--- src/sv/sas_pkg.sv ---
// Shared types and constants for the steering agent step core.
package sas_pkg;

  localparam int unsigned FracBits = 16;
  localparam int unsigned CfgIdxW = 3;
  localparam int unsigned QueueDepth = 2;

  localparam logic [31:0] NearInit = 32'(64'd10000 << FracBits);

  localparam logic [CfgIdxW-1:0] CFG_MAX_SPEED = 3'd0;
  localparam logic [CfgIdxW-1:0] CFG_MAX_FORCE = 3'd1;
  localparam logic [CfgIdxW-1:0] CFG_RADIUS    = 3'd2;
  localparam logic [CfgIdxW-1:0] CFG_SEP_GAIN  = 3'd3;
  localparam logic [CfgIdxW-1:0] CFG_SEEK_GAIN = 3'd4;
  localparam logic [CfgIdxW-1:0] CFG_START_X   = 3'd5;
  localparam logic [CfgIdxW-1:0] CFG_START_Y   = 3'd6;
  localparam logic [CfgIdxW-1:0] CFG_START_Z   = 3'd7;

  typedef enum logic [1:0] {
    KIND_NEIGHBOUR = 2'd0,
    KIND_TARGET    = 2'd1,
    KIND_TICK      = 2'd2
  } kind_e;

  typedef struct packed {
    kind_e              kind;
    logic signed [31:0] px;
    logic signed [31:0] py;
    logic signed [31:0] pz;
  } item_t;

  typedef struct packed {
    logic               valid;
    logic [CfgIdxW-1:0] index;
    logic [31:0]        data;
  } cfg_wr_t;

  typedef struct packed {
    logic [2:0][31:0] pos;
    logic [2:0][31:0] vel;
  } res_t;

endpackage

--- src/sv/sas_front.sv ---
// Input side: accepts items, drops unused kinds, queues them for the sequencer.
module sas_front import sas_pkg::*; (
  input  logic               clk_i,
  input  logic               rst_ni,
  input  logic               in_valid_i,
  output logic               in_ready_o,
  input  logic [1:0]         kind_i,
  input  logic signed [31:0] px_i,
  input  logic signed [31:0] py_i,
  input  logic signed [31:0] pz_i,
  output logic               item_valid_o,
  output item_t              item_o,
  input  logic               item_ready_i
);

  localparam int unsigned CntW = $clog2(QueueDepth + 1);
  localparam int unsigned PtrW = (QueueDepth > 1) ? $clog2(QueueDepth) : 1;

  item_t           mem_q [QueueDepth];
  logic [PtrW-1:0] wp_q, rp_q;
  logic [CntW-1:0] cnt_q;
  logic            known, push, pop;
  item_t           wr_item;

  always_comb begin
    unique case (kind_i) inside
      KIND_NEIGHBOUR, KIND_TARGET, KIND_TICK: known = 1'b1;
      default:                                known = 1'b0;
    endcase
  end

  assign in_ready_o   = cnt_q != CntW'(QueueDepth);
  assign item_valid_o = cnt_q != '0;
  assign item_o       = mem_q[rp_q];
  assign push         = in_valid_i & in_ready_o & known;
  assign pop          = item_valid_o & item_ready_i;

  always_comb begin
    wr_item.kind = kind_e'(kind_i);
    wr_item.px   = px_i;
    wr_item.py   = py_i;
    wr_item.pz   = pz_i;
  end

  always_ff @(posedge clk_i) begin
    if (push) begin
      mem_q[wp_q] <= wr_item;
    end
  end

  always_ff @(posedge clk_i or negedge rst_ni) begin
    if (!rst_ni) begin
      wp_q  <= '0;
      rp_q  <= '0;
      cnt_q <= '0;
    end else begin
      if (push) begin
        wp_q <= (wp_q == PtrW'(QueueDepth - 1)) ? '0 : wp_q + PtrW'(1);
      end
      if (pop) begin
        rp_q <= (rp_q == PtrW'(QueueDepth - 1)) ? '0 : rp_q + PtrW'(1);
      end
      cnt_q <= cnt_q + CntW'(push) - CntW'(pop);
    end
  end

endmodule

--- config.mk ---
export PLATFORM = sky130hd
export DESIGN_NAME = sas_front
export DESIGN_NICKNAME = d
export VERILOG_FILES = /design/src/sv/sas_pkg.sv /design/src/sv/sas_front.sv
export SDC_FILE = /design/constraint.sdc
export NUM_CORES = 1
export LEC_CHECK = 0
export BUFFER_PORTS_ARGS = -buffer_cell sky130_fd_sc_hd__buf_2
export CORE_AREA = 10 10 139 141
export CTS_BUF_LIST = sky130_fd_sc_hd__clkbuf_8
export DETAILED_ROUTE_END_ITERATION = 7
export DIE_AREA = 0 0 149 151
export GPL_ROUTABILITY_DRIVEN = 0
export GPL_TIMING_DRIVEN = 0
export PLACE_DENSITY = 0.75
export REMOVE_ABC_BUFFERS = 1
export SLEW_MARGIN = 20
export SYNTH_ARGS = -nofsm -noshare
export SYNTH_HDL_FRONTEND = slang
export SYNTH_SLANG_ARGS = --single-unit
--- constraint.sdc ---
create_clock -name clk_i -period 5.75 [get_ports clk_i]
set_input_delay 0.8625 -clock clk_i [delete_from_list [all_inputs] [get_ports clk_i]]
set_output_delay 0.8625 -clock clk_i [all_outputs]
set_load 0.005 [all_outputs]
Yosys cells after proc, flatten, opt, wreduce, memory -nomap -nowiden
Memory sizes are Yosys's and may differ from the RTL's.
Cells that the tools add are included.
{ "word_totals": {"ff_bits": 4, "ramBits": 196, "inputBits": 102, "output_inout_bits": 100, "elab_cells": 22, "memories": 1} }
{ "mem_list": {"columns": ["memory", "depth", "word_bits", "rd", "rd_ports_with_merged_regs", "write_ports", "line", "rtl"], "rows": [
  ["mem_q", 2, 98, 1, 0, 1, "sas_front.sv:19", "item_t mem_q [QueueDepth];"]
]} }
{ "op_classes": {"n_addsub": 4, "eq_ne": 3, "mux": 5, "n_bitwise": 3, "reduce_logical": 3} }
{ "op_table": {"columns": ["operator", "count"], "rows": [
  ["1-bit 2-to-1 mux", 5],
  ["1-bit AND", 3],
  ["3-bit OR reduction", 1],
  ["1-bit adder, second input constant", 2],
  ["2-bit by 1-bit adder with 2-bit output", 1],
  ["2-bit by 1-bit == test with 1-bit output, second input constant", 1],
  ["2-bit == test, second input constant", 1],
  ["2-bit logical NOT", 1],
  ["2-bit != test, second input constant", 1],
  ["2-bit nonzero test", 1],
  ["2-bit by 1-bit subtractor with 2-bit output", 1]
]} }

Logic depth before layout (Yosys ltp)
{ "depth": {"ltp_word": 6, "mapped_depth": 6} }

Worst setup path after synthesis
OpenSTA, ideal clock, no wires.
{ "synth_timing": {"path_kind": "in2reg", "startpoint": "input port in_valid_i", "endpoint": "memory mem_q[0][0] (netlist bit) (enable)", "setup_ns": 0.556, "arrival_time_ns": 5.290, "slack_ns": -0.095, "stages": 3, "path_cell_list": "a21boi_4 > nand2_1 > nor2_1"} }
{ "synth_between": {"elab_chain_len": 4} }
{ "synth_rtl": {"columns": ["element", "line", "rtl"], "rows": [
  ["start, declared", "sas_front.sv:5", "input logic in_valid_i,"],
  ["1-bit AND (2 in a row)", "sas_front.sv:35", "assign push = in_valid_i & in_ready_o & known;"],
  ["1-bit 2-to-1 mux", "sas_front.sv:46", "if (push) begin"],
  ["1-bit 2-to-1 mux (not written as such)", "sas_front.sv:47", "mem_q[wp_q] <= wr_item;"],
  ["end, declared", "sas_front.sv:19", null]
]} }
Every way passes these cells.

==> impl_metrics.env <==
export IMPL_wirelength_um=14500
export IMPL_drt_pass1_iterations=4
export IMPL_post_route_min_period_ns=3.10
export IMPL_maxCapViolations=0
export IMPL_htree_levels=4
export IMPL_p_per_area_mw_per_mm2=448
export IMPL_avgViaCountPerCell=4.78
export IMPL_setup_tns_ns=0
export IMPL_ctsHoldBuffers=0
export IMPL_synthSimpleGateAreaFrac=0.00868
export IMPL_cpPeakStageDelay_ns=0.87
export IMPL_track_usage=0.127
export IMPL_cp_startpoint="rp_q"
export IMPL_final_net_count=648
export IMPL_reg2reg_depth=5
export IMPL_ioPinCount=202
export IMPL_crit_buf_inv=2
export IMPL_crit_slowest_cell="dfrtp_4"
export IMPL_drc=0
export IMPL_grt_pass1_wl_um=21900
export IMPL_endpoint_kind="output port"
export IMPL_start_kind="register"
export IMPL_synth_top_family_by_area="multiplexers"
export IMPL_timing_rr_start="cnt_q[0]"
export IMPL_synth_ff_type="edfxtp_1"
export IMPL_cts_tree="built"
export IMPL_cts_clk_slew_worst_paths_ns=0.09
export IMPL_cts_max_path_buffers=2
export IMPL_gr_total_overflow=0
export IMPL_cp_required_ns=4.89
export IMPL_p_leak_nw=3.43
export IMPL_rsz0062_at_grt="false"
export IMPL_muxShareOfSynthArea=0.155
export IMPL_dp_hpwl_um=10300
export IMPL_ff2ff_setup_slack_ns=3.72
export IMPL_cts_setup_buffers=0
export IMPL_period_share=0.538
export IMPL_cp_depth=3
export IMPL_path_cells="buf_16 > mux2_2 > buf_2"
export IMPL_cts_root_buf="clkbuf_8"
export IMPL_hold_path_class="input pin to async pin"
export IMPL_slew_viol_final=0
export IMPL_synth_xor_area_share=0.00357
export IMPL_initial_core_util=0.447
export IMPL_finClkSkew_ns=0.00697
export IMPL_die_width_um=149
export IMPL_worst_slew_pin_slew_ns=0.679
export IMPL_portBuffers=201
export IMPL_die_h_um=151
export IMPL_rows=47
export IMPL_wl_per_cell_um=18.6
export IMPL_maxSlewHeadroom=0.547
export IMPL_syn_inst=329
export IMPL_synth_compound_area_frac=0.00664
export IMPL_cts_sinks=200
export IMPL_total_power_mw=4.11
export IMPL_vias=3726
export IMPL_critPathMaxFanout=53
export IMPL_synth_cell_area_mm2=0.00735
export IMPL_ys_types=20
export IMPL_path_delay_family="flip-flops"
export IMPL_yosysSeqAreaShare=0.814
export IMPL_layout_drive_gt1_share=0.611
export IMPL_cts_resized=0
export IMPL_cts_made_buffers=17
export IMPL_areaGrowthSynthToFinish_pct=24.8
export IMPL_ir_drop_mv=0.219
export IMPL_ys_async_sr_fraction=0.0200
export IMPL_worstPathArrival_ns=2.23
export IMPL_rr_endpoint="mem_q[0][26]"
export IMPL_crit_path_end="item_o[29]"
export IMPL_antenna_found_initial=1
export IMPL_drt_iter0_markers=117
export IMPL_synthAdderAreaFrac=0.00170
export IMPL_insertion_delay_ns=0.45
export IMPL_status="finished, final reports clean"
export IMPL_core_mm2=0.0165
export IMPL_synth_seq_cells=200
export IMPL_synth_edf_count=196
export IMPL_yosys_warnings=0
export IMPL_hold_viol_final=0
export IMPL_fmax_mhz=323
export IMPL_final_antenna_net_count=0
export IMPL_die_area_mm2=0.0225
export IMPL_grt_pass1_vias=4076
export IMPL_setup_viol=0
export IMPL_criticalPathCategory="register to output port"
export IMPL_avgSynthCellArea_um2=22.3
export IMPL_grt_start_max_net_pins=54
[how the worst min path moves through the flow]
stage                to   start  slack [ns]  cells past startpoint
3_5_place_dp       wp_q    wp_q        0.55                      1
6_report       cnt_q[1]  rst_ni        0.20                      1
4_1_cts        cnt_q[1]  rst_ni        0.16                      1
5_1_grt        cnt_q[0]  rst_ni        0.15                      1
3_3_place_gp       wp_q    wp_q        0.47                      1
2_1_floorplan      wp_q    wp_q        0.46                      1
[metal layers]
metal,GRT usage,up-vias,part of all wire
met3,0.0653,26,0.099
met4,0.0535,0,0.021
met5,0,-,0
met2,0.212,130,0.51
li1,-,1740,-
met1,0.132,1830,0.37
[kinds of logic (layout without fill, tap and decap cells)]
group / after synthesis / after routing
buf+inv: 11 / 240
xor+xnor: 3 / 3
flops: 200 / 200
simple gates: 12 / 12
other cells: 0 / 1
mux: 98 / 98
fa+ha+maj: 1 / 1
compound gates: 4 / 4
[cell usage in the layout, fill, tap and decap left out]
master	instances
ha_1	1
inv_6	2
bufinv_16	4
diode_2	1
buf_16	5
xnor2_1	3
a311oi_2	1
mux2_4	10
mux2_2	88
edfxtp_1	196
or2_2	1
clkbuf_8	17
dfrtp_4	1
nand3_1	1
clkinv_2	2
clkinv_4	2
buf_2	201
clkinv_1	2
inv_1	3
buf_12	2
nor2_1	2
nand2b_1	1
nor2_4	1
dfrtp_1	3
o21ba_2	1
a21boi_4	1
nor3_2	1
and3_4	1
nor2b_1	1
nand2_1	3
o21ai_0	1
[worst register-to-register path, cell delays in order, from the launching register on]
cell and delay [ns]:
dfrtp_1 0.46, nand2b_1 0.21, nand2_1 0.14, nor2_4 0.46
buf_16 0.25, buf_12 0.20
[layout make-up]
cell class	instances	area [um2]
Fill cell	1278	7290
Sequential cell	200	5990
Multi-Input combinational cell	118	1300
Timing Repair Buffer	208	1180
Tap cell	220	275
Clock buffer	17	234
Clock inverter	15	184
Antenna cell	1	2.50
[synth_stat cells, drive strengths merged (3+ instances only)]
cell type / n / area (um2)
buf: 11 / 73.8
dfrtp: 4 / 100
edfxtp: 196 / 5890
mux2: 98 / 1140
nand2: 3 / 11.3
nor2: 3 / 11.3
xnor2: 3 / 26.3
[report_power, final]
group,switching (mW),internal [mW]
combinational,0.516,0.632
sequential,0.133,1.90
clock,0.459,0.469
[flip-flops by register name, summed over array words and instances, names as in the netlist]
name and count:
cnt_q 2, mem_q 196, rp_q 1, wp_q 1
[per-stage QoR]
step                      setup WS [ns]  utilization  area [um2]  hold slack (ns)  instances
after floorplan                 -0.0951            -        7280            0.459        318
after global placement            -2.26        0.520        8560            0.475        739
after detailed placement           3.05        0.532        8750            0.553        746
after CTS                          2.59        0.557        9170            0.156        778
after global routing               2.49        0.557        9170            0.154        778
final                              2.65        0.557        9170            0.201        779
Power figures use the tool's default switching activity.
